File: config.mk
export PLATFORM = sky130hd
export DESIGN_NAME = ttf_front
export DESIGN_NICKNAME = d
export VERILOG_FILES = /design/src/rtl/ttf_pkg.sv /design/src/rtl/ttf_front.sv
export SDC_FILE = /design/constraint.sdc
export NUM_CORES = 1
export LEC_CHECK = 0
export BUFFER_PORTS_ARGS = -buffer_cell sky130_fd_sc_hd__buf_2
export CORE_ASPECT_RATIO = 1.2
export CORE_MARGIN = 2
export CORE_UTILIZATION = 35
export DETAILED_ROUTE_END_ITERATION = 8
export SYNTH_ARGS = -nofsm -noshare
export SYNTH_HDL_FRONTEND = slang
export SYNTH_SLANG_ARGS = --single-unit
File: constraint.sdc
create_clock -name clk -period 4 [get_ports clk]
set_input_delay 0.2 -clock clk [delete_from_list [all_inputs] [get_ports clk]]
set_output_delay 0.2 -clock clk [all_outputs]
set_load 0.03 [all_outputs]
File: src/rtl/ttf_pkg.sv
// ----------------------------------------------------------------------------
// ttf_pkg
// shared types, widths and constants of the taylor trig function unit
// ----------------------------------------------------------------------------
`default_nettype none

package ttf_pkg;

	localparam int FRAC_W      = 24;            // fraction bits of internal values
	localparam int DMAG_W      = 25;            // angle magnitude, q16 degrees
	localparam int AX_W        = 27;            // |x| in q24 radians
	localparam int X2_W        = 30;            // x^2 in q24
	localparam int TERM_W      = 30;            // series term magnitude
	localparam int TQ_W        = 36;            // term product before the divide
	localparam int CD_W        = 9;             // constant series divisor
	localparam int CR_SHIFT    = TQ_W + CD_W;   // scale of the divisor reciprocal
	localparam int CR_W        = CR_SHIFT;      // reciprocal width
	localparam int CR_LO_W     = 23;            // low reciprocal slice
	localparam int CR_HI_W     = CR_W - CR_LO_W;
	localparam int SUM_W       = 34;            // signed series sum
	localparam int MAG_W       = 30;            // operand magnitude of the final divide
	localparam int PM_W        = MAG_W - 7;     // plain q16 magnitude
	localparam int DVD_W       = MAG_W + 17;    // dividend of the final divide
	localparam int RES_W       = 32;
	localparam int ST_W        = 2;

	localparam logic [AX_W-1:0] DEG2RAD_Q32 = 27'd74961321;
	localparam logic signed [SUM_W-1:0] ONE_Q24 = 34'sd16777216;

	typedef enum logic [2:0] {
		KIND_SIN = 3'd0,
		KIND_COS = 3'd1,
		KIND_TAN = 3'd2,
		KIND_COT = 3'd3,
		KIND_SEC = 3'd4,
		KIND_CSC = 3'd5
	} kind_t;

	typedef enum logic [ST_W-1:0] {
		ST_OK   = 2'd0,
		ST_SAT  = 2'd1,
		ST_DIVZ = 2'd2
	} status_t;

	typedef enum logic [1:0] {
		SRC_SIN,
		SRC_COS,
		SRC_ONE
	} src_t;

	typedef enum logic [1:0] {
		OP_PLAIN,
		OP_DIV,
		OP_NONE
	} op_t;

	typedef struct packed {
		op_t  op;
		src_t num;
		src_t den;
	} cls_t;

	typedef struct packed {
		logic [DMAG_W-1:0] dmag;
		logic              neg;
		cls_t              cls;
	} job_t;

	typedef struct packed {
		logic neg;
		cls_t cls;
	} sctl_t;

	typedef struct packed {
		op_t             op;
		logic            rneg;
		logic            num_neg;
		logic            dz;
		logic [PM_W-1:0] pmag;
	} fctl_t;

endpackage

`default_nettype wire

File: src/rtl/ttf_front.sv
// ----------------------------------------------------------------------------
// ttf_front
// accepts items, takes the angle magnitude and decodes the function code
// ----------------------------------------------------------------------------
`default_nettype none

module ttf_front (
	input  wire logic                      clk,
	input  wire logic                      arst_n,
	input  wire logic                      push,
	output logic                           full,
	input  wire logic signed [24:0]        angle_degrees,
	input  wire logic        [2:0]         kind,
	output logic                           q_push,
	input  wire logic                      q_full,
	output ttf_pkg::job_t                  q_job
);

	localparam logic [ttf_pkg::DMAG_W:0] WRAP = 26'h2000000;

	logic                        vld_q;
	ttf_pkg::job_t               job_q;
	ttf_pkg::job_t               job_d;
	logic [ttf_pkg::DMAG_W:0]    dmag_ext;

	assign full   = vld_q && q_full;
	assign q_push = vld_q && !q_full;
	assign q_job  = job_q;

	always_comb begin
		dmag_ext = angle_degrees[24] ? (WRAP - {1'b0, angle_degrees}) : {1'b0, angle_degrees};
		job_d.dmag = dmag_ext[ttf_pkg::DMAG_W-1:0];
		job_d.neg  = angle_degrees[24];
		case (kind)
			ttf_pkg::KIND_SIN: job_d.cls = '{ttf_pkg::OP_PLAIN, ttf_pkg::SRC_SIN, ttf_pkg::SRC_ONE};
			ttf_pkg::KIND_COS: job_d.cls = '{ttf_pkg::OP_PLAIN, ttf_pkg::SRC_COS, ttf_pkg::SRC_ONE};
			ttf_pkg::KIND_TAN: job_d.cls = '{ttf_pkg::OP_DIV, ttf_pkg::SRC_SIN, ttf_pkg::SRC_COS};
			ttf_pkg::KIND_COT: job_d.cls = '{ttf_pkg::OP_DIV, ttf_pkg::SRC_COS, ttf_pkg::SRC_SIN};
			ttf_pkg::KIND_SEC: job_d.cls = '{ttf_pkg::OP_DIV, ttf_pkg::SRC_ONE, ttf_pkg::SRC_COS};
			ttf_pkg::KIND_CSC: job_d.cls = '{ttf_pkg::OP_DIV, ttf_pkg::SRC_ONE, ttf_pkg::SRC_SIN};
			default:           job_d.cls = '{ttf_pkg::OP_NONE, ttf_pkg::SRC_ONE, ttf_pkg::SRC_ONE};
		endcase
	end

	always_ff @(posedge clk or negedge arst_n) begin
		if (!arst_n) begin
			vld_q <= 1'b0;
		end else if (!full) begin
			vld_q <= push;
		end
	end

	always_ff @(posedge clk) begin
		if (!full) begin
			job_q <= job_d;
		end
	end

endmodule

`default_nettype wire

; ---- Word level (Yosys, flattened, before mapping)
; Index checks and enable logic that the tools add are counted.
[word_totals]
output_inout_bits = 34
register_bits = 33
wordCells = 19
inputBits = 32
[classes]
eq_ne = 5
addsub = 1
muxes = 2
reduce_logical = 4
[op_table]
columns = operator, count
row1 = $pmux W6 S6, 1
row2 = $sub A1 B25 Y25 const A, 1
row3 = $mux W24, 1
row4 = $eq A3 B2 Y1 const B, 2
row5 = $eq A3 B3 Y1 const B, 2
row6 = $eq A3 B1 Y1 const B, 1
row7 = $logic_not A3 Y1, 1
row8 = $logic_and A1 B1 Y1, 2
row9 = $logic_not A1 Y1, 1

; ---- Depth between registers and ports, before layout
[logic_depth]
ltp_word = 2
ltp_mapped = 6
mapped_depth_nobuf = 6

; ---- Worst setup path before layout
; Ideal clock, no wire load.
[synth_timing]
path_type = input to register
startpoint = input angle_degrees[18]
endpoint = register job_q, in the netlist q_job[30], data pin
stages = 4
path_buffers = 0
setup_ns = 0.260
arrival_time_ns = 1.435
t_required_ns = 3.740
setup_slack_ns = 2.305
cell_sequence = or4_4 -> or4_4 -> o31ai_2 -> xnor2_1
[synth_via]
elab_chain_len = 2
[synth_lines]
columns = element, line_no
row1 = "start, declared", ttf_front.sv:12  ; input wire logic signed [24:0] angle_degrees,
row2 = $sub A1 B25 Y25, ttf_front.sv:31  ; dmag_ext = angle_degrees[24] ? (WRAP - {1'b0, angle_degrees}) : {1'b0, angle_degrees};
row3 = $mux W24, ttf_front.sv:31
row4 = net dmag_ext (one bit), ttf_front.sv:24  ; logic [ttf_pkg::DMAG_W:0] dmag_ext;
row5 = "end signal, assigned", ttf_front.sv:55  ; job_q <= job_d;
row6 = "end, declared", ttf_front.sv:22  ; ttf_pkg::job_t job_q;
; The timed path passes the listed nets, and every way through them passes these cells.
; A chain may end at the register's enable or synchronous reset.

; ---- Final worst setup path
[layout_timing]
startpoint = input angle_degrees[1]
endpoint = register job_q, in the netlist q_job[29], data pin
; Same word-level chain as after synthesis.

==> out/qor.yml <==
die-width_um: 64.73
r2r_setup_slack_ps: 2830
fin_worst_skew_ps: 9.484
numCtsBuffers: 5
hold_slack_ps: 104.3
worstPathArrival_ps: 1660
status: "finished, final reports clean"
via_per_inst: 4.782
clkLatencyLatePin_ps: 290
yosys.area.top_type: "edfxtp_1"
drtAntennaViolNets: 0
holdPathEnd: "vld_q"
die_y_um: 76.88
drive_above_1_share_pct: 42.25
drtIter0Drc: 37
num_antenna_cells: 0
multiInputGateArea_um2: 533.0
hold_viol: 0
die_area_mm2: 0.004976
antenna_found_initial: 0
slew_violations: 0
synth.distinct_cells: 25
cts_root_buf: "clkbuf_8"
ir_drop_uv: 141.1
hp-start: "push"
synth_seq_cells: 33
first_global_vias: 1164
design.core.area_mm2: 0.004262
r2r_cells: 2
synth_nets: 148
grt_max_degree: 35
grt.overflow.total: 0
worst_setup_path_start_kind: "primary input"
yosys-top-cells-area: "edfxtp_1 (62%), xnor2_1 (13%), o31ai_1 (3.4%)"
max_freq_ghz: 0.6179
h-tree-depth: 2
reg2reg_to: "q_job[20]"
setup_violations: 0
cts_sinks: 33
grt_pass1_wl_um: 5319
place_ws_ps: 2073
drt_wl_total_um: 3203
ys_warn_count: 0
boundaryPins: 66
clkTransAtPathRegs_ps: 70
syn_to_final_growth_pct: 31.26
vias: 1162
nFillCells: 410
area.sequential_um2: 985.9
p_per_area_mw_per_mm2: 422.1
fin_nets: 219
min_path_type: "in -> reg"
yosys.area.top_type_share_pct: 62.04
first_pass_iters: 4
required_ps: 4040
drc: 0
relSlewSlack_pct: 71.85
cp_max_fo: 5
period_share_pct: 40.46
syn_inst: 115
rsz0062_at_grt: "no"
wire_per_inst_um: 13.18
start_util_pct: 36.35
min_delay_path_depth: 2
cts_tree: "done"
cap_violations: 0
syn_area_mm2: 0.001549
tns_ps: 0
power_mw: 0.8583
worstMarginPinSlew_ps: 422.3
crit_type: "in -> reg"
rr_startpoint: "vld_q"
num_rows: 26
clockBufferDepth: 2
ys_seq_area_share_pct: 63.65
power.leakage_nw: 0.8033
syn_area_per_cell_um2: 13.47
setup_ws_ps: 2382
port_buffers: 65
worst_setup_path_end_kind: "register"
routabilityCongestion: 0.8276
grtUsageTotal_pct: 13.95
period_needed_ps: 1618
## cell usage after synthesis, drive strengths merged
master,count
nor4,2
nor3,3
dfrtp,1
o21ai,6
buf,1
nand4,1
and2,1
inv,4
clkbuf,2
nand2,11
xnor2,23
nand2b,2
ha,1
or4,3
nor2b,2
o31ai,8
or3,1
o41ai,4
nor4b,2
nand3,2
edfxtp,32
nor2,3
## where the power goes
group	total, mW	internal (mW)	switching [mW]
Sequential	0.429	0.421	0.00790
Combinational	0.183	0.0582	0.125
Clock	0.246	0.120	0.126
## layer usage
layer | vias up | track usage (%) | wire [um]
met5 | - | 0 | 0
met4 | 0 | 8.298 | 85
met3 | 8 | 3.372 | 226
met2 | 50 | 23.51 | 1627
met1 | 532 | 15.68 | 1263
li1 | 572 | - | -
## worst max-delay path, cell delays in order
cell and delay (ps):
buf_2 110, inv_1 60, ha_1 190, nor4b_1 340, nand4_1 280, o41ai_1 370, xnor2_1 100
## state kept, by name, summed over array words and instances, names as in the netlist
signal / cells
q_job: 32
vld_q: 1
## repair_timing
action                                 CTS  global route
buffers inserted                         0             0
hold buffers                             1             0
resized for setup                        0             0
endpoints found under the hold margin    1             0
## layout by cell type, fill, tap and decap left out, types with 2 or more instances in the layout
master / instances
buf_2: 65
edfxtp_1: 32
xnor2_1: 23
nand2_1: 11
o31ai_1: 7
o21ai_0: 6
clkbuf_8: 5
inv_1: 4
o41ai_1: 4
nor2_1: 3
nor3_1: 3
or4_4: 2
nor4b_1: 2
nand3_1: 2
nand2b_1: 2
nor2b_1: 2
clkinv_2: 2
## cells by family (layout without fill, tap and decap cells)
kind of cell / Yosys count / in the layout / share of synthesized area, %
adder cells (fa/ha/maj): 1 / 1 / 0.8076
XOR/XNOR: 23 / 23 / 13.00
AND/OR/NAND/NOR: 33 / 33 / 12.20
buffers and inverters: 7 / 79 / 1.939
flip-flops: 33 / 33 / 63.65
AO/OA/AOI/OAI: 18 / 18 / 8.400
## worst max-delay path by stage
stage          slack, ps         to  depth (start not counted)         startpoint
5_1_grt             2160  q_job[29]                          7   angle_degrees[1]
4_1_cts             2380  q_job[29]                          7   angle_degrees[1]
2_1_floorplan       2310  q_job[30]                          4  angle_degrees[18]
3_3_place_gp        2140  q_job[29]                          7   angle_degrees[0]
3_5_place_dp        2070  q_job[29]                          7   angle_degrees[0]
6_report            2380  q_job[29]                          7   angle_degrees[1]
## through the flow
step / util [%] / std cells / cell area [um^2]
6_report: 47.71 / 243 / 2033
5_1_grt: 47.71 / 243 / 2033
4_1_cts: 47.71 / 243 / 2033
3_5_place_dp: 45.45 / 234 / 1937
3_3_place_gp: 45.45 / 234 / 1937
2_1_floorplan: - / 115 / 1549
## final cells by class
type | instances | area share (%)
timing repair buffer | 67 | 16.86
clock inverter | 3 | 0.8615
tap | 56 | 3.446
multi-input combinational | 75 | 26.22
sequential | 33 | 48.49
clock buffer | 5 | 3.385
inverter | 4 | 0.7385
Note: power is estimated with default switching activity, not from simulation.
