## config.mk

```make
export PLATFORM = sky130hd
export DESIGN_NAME = ttf_queue
export DESIGN_NICKNAME = d
export VERILOG_FILES = /design/src/rtl/ttf_queue.sv
export SDC_FILE = /design/constraint.sdc
export NUM_CORES = 1
export LEC_CHECK = 0
export BUFFER_PORTS_ARGS = -buffer_cell sky130_fd_sc_hd__buf_4
export CAP_MARGIN = 5
export CORE_MARGIN = 5
export CORE_UTILIZATION = 55
export DETAILED_ROUTE_END_ITERATION = 12
export GPL_TIMING_DRIVEN = 0
export PLACE_DENSITY = 0.77
export SYNTH_ARGS = -nofsm -noshare
export SYNTH_HDL_FRONTEND = slang
export SYNTH_SLANG_ARGS = --single-unit
```

## constraint.sdc

```tcl
create_clock -name clk -period 2.3 [get_ports clk]
set_input_delay 0.23 -clock clk [delete_from_list [all_inputs] [get_ports clk]]
set_output_delay 0.23 -clock clk [all_outputs]
set_load 0.05 [all_outputs]
```

## src/rtl/ttf_queue.sv

```systemverilog
// ----------------------------------------------------------------------------
// ttf_queue
// small register queue with push/full and pop/empty sides
// ----------------------------------------------------------------------------
`default_nettype none

module ttf_queue #(
	parameter int WIDTH = 8,
	parameter int DEPTH = 4
) (
	input  wire logic             clk,
	input  wire logic             arst_n,
	input  wire logic             push,
	output logic                  full,
	input  wire logic [WIDTH-1:0] wr_data,
	output logic                  empty,
	input  wire logic             pop,
	output logic      [WIDTH-1:0] rd_data
);

	localparam int PW = (DEPTH > 1) ? $clog2(DEPTH) : 1;
	localparam int CW = $clog2(DEPTH + 1);

	logic [WIDTH-1:0] mem_q [DEPTH];
	logic [PW-1:0]    wr_ptr_q;
	logic [PW-1:0]    rd_ptr_q;
	logic [CW-1:0]    cnt_q;
	logic             do_push;
	logic             do_pop;

	assign full    = (cnt_q == CW'(DEPTH));
	assign empty   = (cnt_q == '0);
	assign do_push = push && !full;
	assign do_pop  = pop && !empty;
	assign rd_data = mem_q[rd_ptr_q];

	always_ff @(posedge clk or negedge arst_n) begin
		if (!arst_n) begin
			wr_ptr_q <= '0;
			rd_ptr_q <= '0;
			cnt_q    <= '0;
		end else begin
			if (do_push) begin
				wr_ptr_q <= (wr_ptr_q == PW'(DEPTH - 1)) ? '0 : wr_ptr_q + 1'b1;
			end
			if (do_pop) begin
				rd_ptr_q <= (rd_ptr_q == PW'(DEPTH - 1)) ? '0 : rd_ptr_q + 1'b1;
			end
			case ({do_push, do_pop})
				2'b10:   cnt_q <= cnt_q + 1'b1;
				2'b01:   cnt_q <= cnt_q - 1'b1;
				default: cnt_q <= cnt_q;
			endcase
		end
	end

	always_ff @(posedge clk) begin
		if (do_push) begin
			mem_q[wr_ptr_q] <= wr_data;
		end
	end

endmodule

`default_nettype wire

```

Yosys cells after proc, flatten, opt, wreduce, memory -nomap -nowiden:

Memories as Yosys holds them, arrays and structs flattened.
Cells that the tools add are included.
W data, S select, Z words.

* bits of input ports: 12
* memories: 1
* bits in latches: 0
* logic and storage cells: 24
* bits in writable memories: 32
* bits in read-only memories: 0
* bits in registers: 7

* divide/modulo/power cells: 0
* reduce and logical (&&, ||, !) cells: 6
* shift-type cells: 0
* equal/unequal tests: 5
* $lt $le $gt $ge: 0
* mux-type cells: 5
* $mul: 0
* $add $sub $neg: 4
* bitwise gates (word level): 0

Memories
* mem_q: depth 4, width 8, read ports 1, clocked after memory_dff 0, wr ports 1, RTL line 24 `logic [WIDTH-1:0] mem_q [DEPTH];`

Operators by type and width (number)
* $eq A2 B2 Y1 const B: 3
* $pmux W3 S2: 1
* $add A2 B1 Y2 const B: 2
* $mux W2: 2
* $add A3 B1 Y3 const B: 1
* $eq A3 B3 Y1 const B: 1
* $logic_not A3 Y1: 1
* $sub A3 B1 Y3 const B: 1
* $eq A2 B1 Y1 const B: 1
* $logic_and A1 B1 Y1: 2
* $logic_not A1 Y1: 2
* $mux W1: 2
* $reduce_bool A2 Y1: 1

Depth between registers and ports, before layout:

Gate-level depths: netlist of run 1.

* depth in word-level cells: 5
* depth in mapped cells: 9
* gate-level depth less buffers: 9

Least setup slack after synthesis of run 1:

No wires, ideal clock.

* kind: reg-to-reg
* from: reg cnt_q[0]
* to: reg cnt_q[2]
* arrival time: 2.588 ns
* setup time: 0.125 ns
* period minus slack after synthesis: 2.714 ns
* slack: -0.414 ns
* required time: 2.175 ns
* stages on the path, launching flop included: 10
* cell sequence: dfrtp_1 -> nor3_1 -> nand2b_1 -> inv_1 -> ha_1 -> inv_1 -> fa_1 -> xor2_1 -> nor2_1 -> xor2_1

* word-level cells in the longest chain between the ends: 5

RTL lines
* start: declaration: RTL line 27 `logic [CW-1:0] cnt_q;`
* start signal: assignment: RTL line 50 `2'b10: cnt_q <= cnt_q + 1'b1;`
* start signal: assignment: RTL line 51 `2'b01: cnt_q <= cnt_q - 1'b1;`
* start signal: assignment: RTL line 52 `default: cnt_q <= cnt_q;`
* $logic_not A3 Y1 (*): RTL line 32 `assign empty = (cnt_q == '0);`
* net empty: RTL line 16 `output logic empty,`
* $logic_not A1 Y1 (*): RTL line 34 `assign do_pop = pop && !empty;`
* $logic_and A1 B1 Y1 (*): RTL line 34
* net do_pop: RTL line 29 `logic do_pop;`
* $eq A2 B1 Y1 / $eq A2 B2 Y1 (equally long branches): RTL line 49 `case ({do_push, do_pop})`
* $pmux W3 S2 / $reduce_bool A2 Y1 (equally long branches)

Mark *: on every way through the listed nets, which the timed path passes. The rest lies on a longest branch.
A chain may end at the register's enable or synchronous reset.

Final worst setup path of run 1:

* from: reg cnt_q[0]
* to: reg cnt_q[2]

* word-level cells in the longest chain between the ends: 5

RTL lines (RTL line)
* $eq A3 B3 Y1 / $logic_not A3 Y1 (equally long branches): 31, 32
* $logic_not A1 Y1, on equally long branches: 33, 34
* $logic_and A1 B1 Y1, on equally long branches: 33, 34
* $eq A2 B1 Y1 / $eq A2 B2 Y1 (equally long branches): 49
* $pmux W3 S2 / $reduce_bool A2 Y1 (equally long branches)

Parallel ways exist; a longest one is shown, timed or not.

==> results.txt, run 1 <==
status - finished clean
adder-cell share of the synthesized area - 0.05901
CP startpoint - cnt_q[0]
Nets - 133
core footprint - 2781 µm²
DR pass1 iterations - 4
Clock Skews - 0.01157 ns
area leader, netlist - edfxtp_1
post-synthesis xor/xnor area fraction - 0.01630
Post-Place Cells - 135
Rel. slew slack - 0.6444
Die X - 64.13 µm
maximum number of pins on one net before global-route repair - 12
Post-Synthesis Cells - 83
final number of max-transition violations - 0
Yosys warning count - 0
final period demand of the worst path - 2.182 ns
# IOs - 22
FMAX - 458.2 MHz
crit path max-delay cell type - dfrtp_2
CTS tree - yes
total gr overflow - 0
site row count - 19
GPL Wtd Cong - 0.6389
Crit path max-delay family - simple AND/OR/NAND/NOR gates
Vias - 789
largest family of logic cells by synthesized area - multiplexers
fin crit share - 0.9489
Finish-stage setup viols - 0
gr usage total - 0.1351
area share of the leading cell type in the synthesized netlist - 0.5963
Pwr per Cell Area - 1387 nW/µm²
H-tree Lvls - 2
share of layout cells above drive strength 1 - 0.4348
synthesized area - 1612 µm²
arrival time at the worst endpoint - 2.46 ns
Starting DRT DRC Count - 20
count leader, synth - edfxtp_1
DIE AREA - 4113 µm²
clk root buf - clkbuf_4
vias in the first global route - 868
number of synthesized register bits - 39
final wirelength - 2421 µm
kind of critical path - reg -> reg
Lkg Pwr - 0.7538 nW
CP peak stage delay - 0.44 ns
Crit. End Element - flip-flop
Avg Cell Area, Syn - 19.42 µm²
dpl hpwl - 1682 µm
routed len/inst - 16.58 µm
ANT cells - 0
via-per-instance ratio - 5.404
critical path cell sequence - or3b_4 -> and2_4 -> inv_1 -> ha_1 -> inv_1 -> fa_1 -> xor2_1 -> nor2_1 -> xor2_1
remaining antenna violation count - 0
commonest cells in the netlist - edfxtp_1 (32), inv_1 (8), mux4_2 (8), dfrtp_1 (7), ha_1 (6)
post-synthesis mux area share - 0.1506
first-pass GRT wire length - 4071 µm
simple-gate share of the synthesized area - 0.04503
DRC - 0
CTS Buf Count - 5
final hold viol count - 0
initial antenna violation count - 0
synth top area cells - edfxtp_1 (60%), mux4_2 (11%), dfrtp_1 (11%)
clock latency on the worst-skew pair - 0.34 ns
register area share after synthesis - 0.7050
Synth async-reset ratio - 0.1795
Clock Tree Buf Depth - 2
Max Cap Violations - 0
syn nets - 102
worst slew pin tran - 0.5335 ns
worst path required time - 2.58 ns
CP Max Fanout - 6
area grow syn2layout - 17.24%
Sink Count - 39
ys flop type - edfxtp_1
number of synthesized flops with an enable pin - 32
FILL cells - 188
Worst VDD drop - 1.080 mV
height of the die - 64.13 µm
CP bufs+invs - 2
Starting Density - 0.5794
HP Start - wr_data[7]
complex-gate fraction of the synthesized area - 0
Buffers on Ports - 21
Hold/Removal Path Class - in -> reg
synth unique cells - 19
CP Launch Type - flip-flop
Worst R2R Start - cnt_q[0]
clock-pin slew on the worst setup and hold paths - 0.11 ns
Layout Utilization - 0.6793
Non-Filler Instances - 146
final cells by class:
cell class	instances	area (µm²)	share of cell area
clock inverter	1	5.005	0.002649
timing repair buffer	24	182.7	0.09669
sequential	39	1137	0.6020
inverter	8	30.03	0.01589
tap	31	38.79	0.02053
buffer	2	8.758	0.004636
multi-input combinational	34	441.7	0.2338
clock buffer	7	45.04	0.02384
where the power goes:
part	internal [mW]	switching (mW)
logic	0.508	0.745
registers	0.958	0.0798
clock network	0.119	0.209
total	1.59	1.03
logic make-up after synthesis:
| kind of cell | Yosys count |
|---|---|
| xor+xnor | 3 |
| fa+ha+maj | 7 |
| buf+inv | 10 |
| flops | 39 |
| mux | 13 |
| simple gates | 11 |
worst paths after layout:
kind	endpoint	slack [ns]	depth (start not counted)
min	mem_q[1][7]	0.08	1
min reg2reg	cnt_q[2]	0.53	1
max	cnt_q[2]	0.12	9
min in group asynchronous	cnt_q[2]	0.22	2
max reg2reg	cnt_q[2]	0.12	9
max in group asynchronous	cnt_q[0]	1.94	2
per-layer routing:
metal / vias up / GRT usage / part of all wire
met2: 21 / 0.2173 / 0.51
met5: - / 0 / 0
met1: 388 / 0.1609 / 0.42
met3: 9 / 0.03678 / 0.038
met4: 0 / 0.08397 / 0.034
li1: 371 / - / -
layout by cell type (no fill, tap or decap), types with 2 or more instances in the layout:
master / count
inv_1: 8
xor2_1: 2
clkbuf_4: 5
dfrtp_1: 6
nor2_1: 3
ha_1: 6
mux2_4: 2
edfxtp_1: 32
buf_4: 23
and3_2: 4
clkbuf_1: 2
mux4_2: 8
mux2_2: 2
flip-flops by register name, indices dropped and copies added, names as in the netlist:
name and flops:
cnt_q 3, mem_q 32, rd_ptr_q 2, wr_ptr_q 2
timing repair:
item | CTS | global route
endpoints found under the setup margin | 0 | 1
gates resized for setup | 0 | 1
hold buffers | 1 | 0
endpoints found under the hold margin | 7 | 0
buffers inserted | 0 | 2
per-stage QoR:
step                        TNS, ns  setup WS [ns]  area (µm²)  total power [mW]  hold slack, ns
after floorplan                   0        0.03902        1617             1.979        -0.06559
after global placement            0         0.1295        1813             2.262         0.04303
after detailed placement          0        0.07189        1813             2.303         0.04705
after CTS                         0        0.07749        1873             2.622         0.06963
after global routing      -0.001446      -0.001446        1889             2.778         0.06505
final                             0         0.1175        1889             2.620         0.08074
No activity file was read; power rests on OpenSTA's default activity.
==> inputs of run 2 (changes only) <==
- BUFFER_PORTS_ARGS: -buffer_cell sky130_fd_sc_hd__buf_4 -> not set
- CELL_PAD_IN_SITES_DETAIL_PLACEMENT: not set -> 0
- CELL_PAD_IN_SITES_GLOBAL_PLACEMENT: not set -> 1
- CORE_UTILIZATION: 55 -> 52
- DONT_BUFFER_PORTS: not set -> 1
- PLACE_DENSITY: 0.77 -> not set
- PLACE_DENSITY_LB_ADDON: not set -> 0.1
- SETUP_SLACK_MARGIN: not set -> 0.15
==> run 2 against run 1 <==
Net effect:
- die area rose by 4.9%
- sequential power barely moved
- critical path depth did not move
- final area rose by 0.66%
- first-iteration DRC count rose to 2.5 times the previous value
- clock-buffer cell count fell by 2
- highest routed layer unchanged
- global-route usage rose by 0.30 points
- worst setup slack improved by 0.089 ns
- flip-flop and latch count did not move
- largest power group unchanged
- total power rose by 1.1%
==> results.txt, run 2 (synthesized netlist as in run 1, its figures left out) <==
status - finished clean
CP Launch Type - flip-flop
height of the die - 65.67 µm (+2.4%)
DR pass1 iterations - 4 (unchanged)
area grow syn2layout - 18.01%
remaining antenna violation count - 0 (unchanged)
maximum number of pins on one net before global-route repair - 13 (+1)
Reg with most FFs - mem_q
# IOs - 22 (unchanged)
Crit. End Element - flip-flop
GPL Wtd Cong - 0.6954 (+8.8%)
Hold/Removal Path Class - in -> async
Clk network pwr share - 0.164 (+0.039)
Clock Tree Buf Depth - 2 (unchanged)
met2 routed WL - 1371 µm (+12%)
most frequent cells in the layout - edfxtp_1 (32), dlygate4sd3_1 (9), mux4_2 (8), dfrtp_1 (6), buf_4 (6)
Post-Place Cells - 116 (-14%)
share of layout cells above drive strength 1 - 0.3774 (-0.05742)
clk root buf - clkbuf_4
RSZ-0062 raised after global routing - true
dpl hpwl - 1695 µm (+0.78%)
vias in the first global route - 811 (-6.6%)
Pwr per Cell Area - 1392 nW/µm² (+0.39%)
final number of max-transition violations - 0 (unchanged)
Largest regs - mem_q (32), cnt_q (3)
final wirelength - 2479 µm (+2.4%)
total gr overflow - 0 (unchanged)
WL met3 - 132 µm (+43%)
core footprint - 3003 µm² (+8.0%)
worst slew pin tran - 0.5635 ns (+0.03009 ns)
setup TNS - 0 ns (unchanged)
DRC - 0 (unchanged)
gr usage total - 0.1382 (+0.003035)
FILL cells - 230 (+22%)
Buffers on Ports - 0 (-100%)
register share of total power - 0.395 (about the same)
Die X - 65.67 µm (+2.4%)
routed len/inst - 17.83 µm (+7.6%)
site row count - 20 (+1)
sw power - 1.039 mW (+0.37%)
Sink Count - 39 (unchanged)
ANT cells - 0 (unchanged)
fin crit share - 0.9104 (-0.03850)
final period demand of the worst path - 2.094 ns (-0.08856 ns)
via-per-instance ratio - 5.460 (+1.0%)
CTS tree - yes
Vias - 759 (-3.8%)
Starting DRT DRC Count - 50 (+150%)
worst path required time - 2.53 ns (-0.05 ns)
Rel. slew slack - 0.6231 (-0.02128)
final hold viol count - 0 (unchanged)
Clock Skews - 0.004958 ns (-0.006614 ns)
Starting Density - 0.5367 (-0.04273)
Nets - 124 (-6.8%)
Max Cap Violations - 0 (unchanged)
CP Max Fanout - 3 (-3)
Finish-stage setup viols - 0 (unchanged)
Lkg Pwr - 0.7195 nW (-4.6%)
M1 WL - 919 µm (-9.8%)
clock-pin slew on the worst setup and hold paths - 0.11 ns (about the same)
Worst VDD drop - 0.7393 mV (-32%)
first-pass GRT wire length - 4126 µm (+1.4%)
Design Area, Final - 1902 µm² (+0.66%)
internal power - 1.609 mW (+1.5%)
H-tree Lvls - 2 (unchanged)
kind of critical path - reg -> reg
Comb pwr share - 0.441 (-0.037)
highest metal used - met4
FMAX - 477.6 MHz (+4.2%)
max reg flops - 32 (unchanged)
Area after DPL - 1664 µm² (-8.2%)
initial antenna violation count - 0 (unchanged)
arrival time at the worst endpoint - 2.32 ns (-0.14 ns)
clock latency on the worst-skew pair - 0.33 ns (about the same)
Switching Share - 0.3923 (-0.002671)
most common cell after layout, fill and taps aside - edfxtp_1
DIE AREA - 4313 µm² (+4.9%)
Non-Filler Instances - 139 (-4.8%)
CTS Buf Count - 5 (unchanged)
==> run 2: cell count changes in the layout (fill, tap and decap cells not counted), moves of 2 or more <==
cell	change
inv_2	+2
dlygate4sd3_1	+8
inv_1	-3
clkbuf_1	-2
buf_4	-17
==> run 2: final cells by class <==
type | instances | area (µm²) | area share
Clock buffer | 5 | 37.54 | 0.01974
Clock inverter | 3 | 38.79 | 0.02039
Sequential cell | 39 | 1137 | 0.5980
Tap cell | 33 | 41.29 | 0.02171
Multi-Input combinational cell | 34 | 470.5 | 0.2474
Timing Repair Buffer | 15 | 135.1 | 0.07105
Inverter | 8 | 32.53 | 0.01711
Buffer | 2 | 8.758 | 0.004605
==> run 2: worst paths after layout <==
check                                  from           to  slack (ns)  cells past startpoint
worst min register to register  wr_ptr_q[1]  wr_ptr_q[1]        0.58                      1
min in group clk                        pop     cnt_q[0]        0.21                      4
worst min-delay path                 arst_n     cnt_q[1]        0.21                      1
max in group asynchronous            arst_n     cnt_q[0]        1.83                      1
worst max register to register     cnt_q[0]     cnt_q[2]        0.21                      9
worst max-delay path               cnt_q[0]     cnt_q[2]        0.21                      9
==> run 2: critical path, cell delays in order, from the launching register on <==
cell and delay, ns:
dfrtp_2 0.45, nor3_4 0.52, nand2b_4 0.26, inv_4 0.04, ha_4 0.15, inv_2 0.05, fa_2 0.18, xor2_1 0.15
nor2_1 0.07, xor2_1 0.14
==> run 2: what timing repair did <==
item | CTS | global route
endpoints found under the hold margin | 39 | 0
setup endpoints to repair | 2 | 2
hold buffers | 9 | 0
pin swaps | 8 | 6
setup buffers | 6 | 0
resized for setup | 8 | 1
==> run 2: layer usage <==
metal / track usage / vias to the layer above
met4: 0.06995 / 0
li1: - / 358
met1: 0.1491 / 374
met3: 0.05299 / 4
met2: 0.2340 / 23
met5: 0 / -
==> run 2: per-stage QoR <==
stage               utilization  hold WS, ns  setup WS [ns]  total power [mW]
floorplan                     -     -0.06559         0.1984             1.992
global placement         0.5542     -0.06535        0.06061             2.120
detailed placement       0.5542     -0.06536        0.04885             2.148
CTS                      0.6325       0.2043         0.1577             2.683
global route             0.6333       0.1986        0.07660             2.818
finish                   0.6333       0.2092         0.2061             2.648
==> run 2: power by group through the flow <==
stage | clock, mW | combinational [mW] | sequential [mW]
floorplan | 0 | 0.950 | 1.04
global route | 0.484 | 1.27 | 1.07
finish | 0.434 | 1.17 | 1.05
detailed placement | 0 | 1.08 | 1.07
global placement | 0 | 1.06 | 1.06
CTS | 0.446 | 1.19 | 1.05
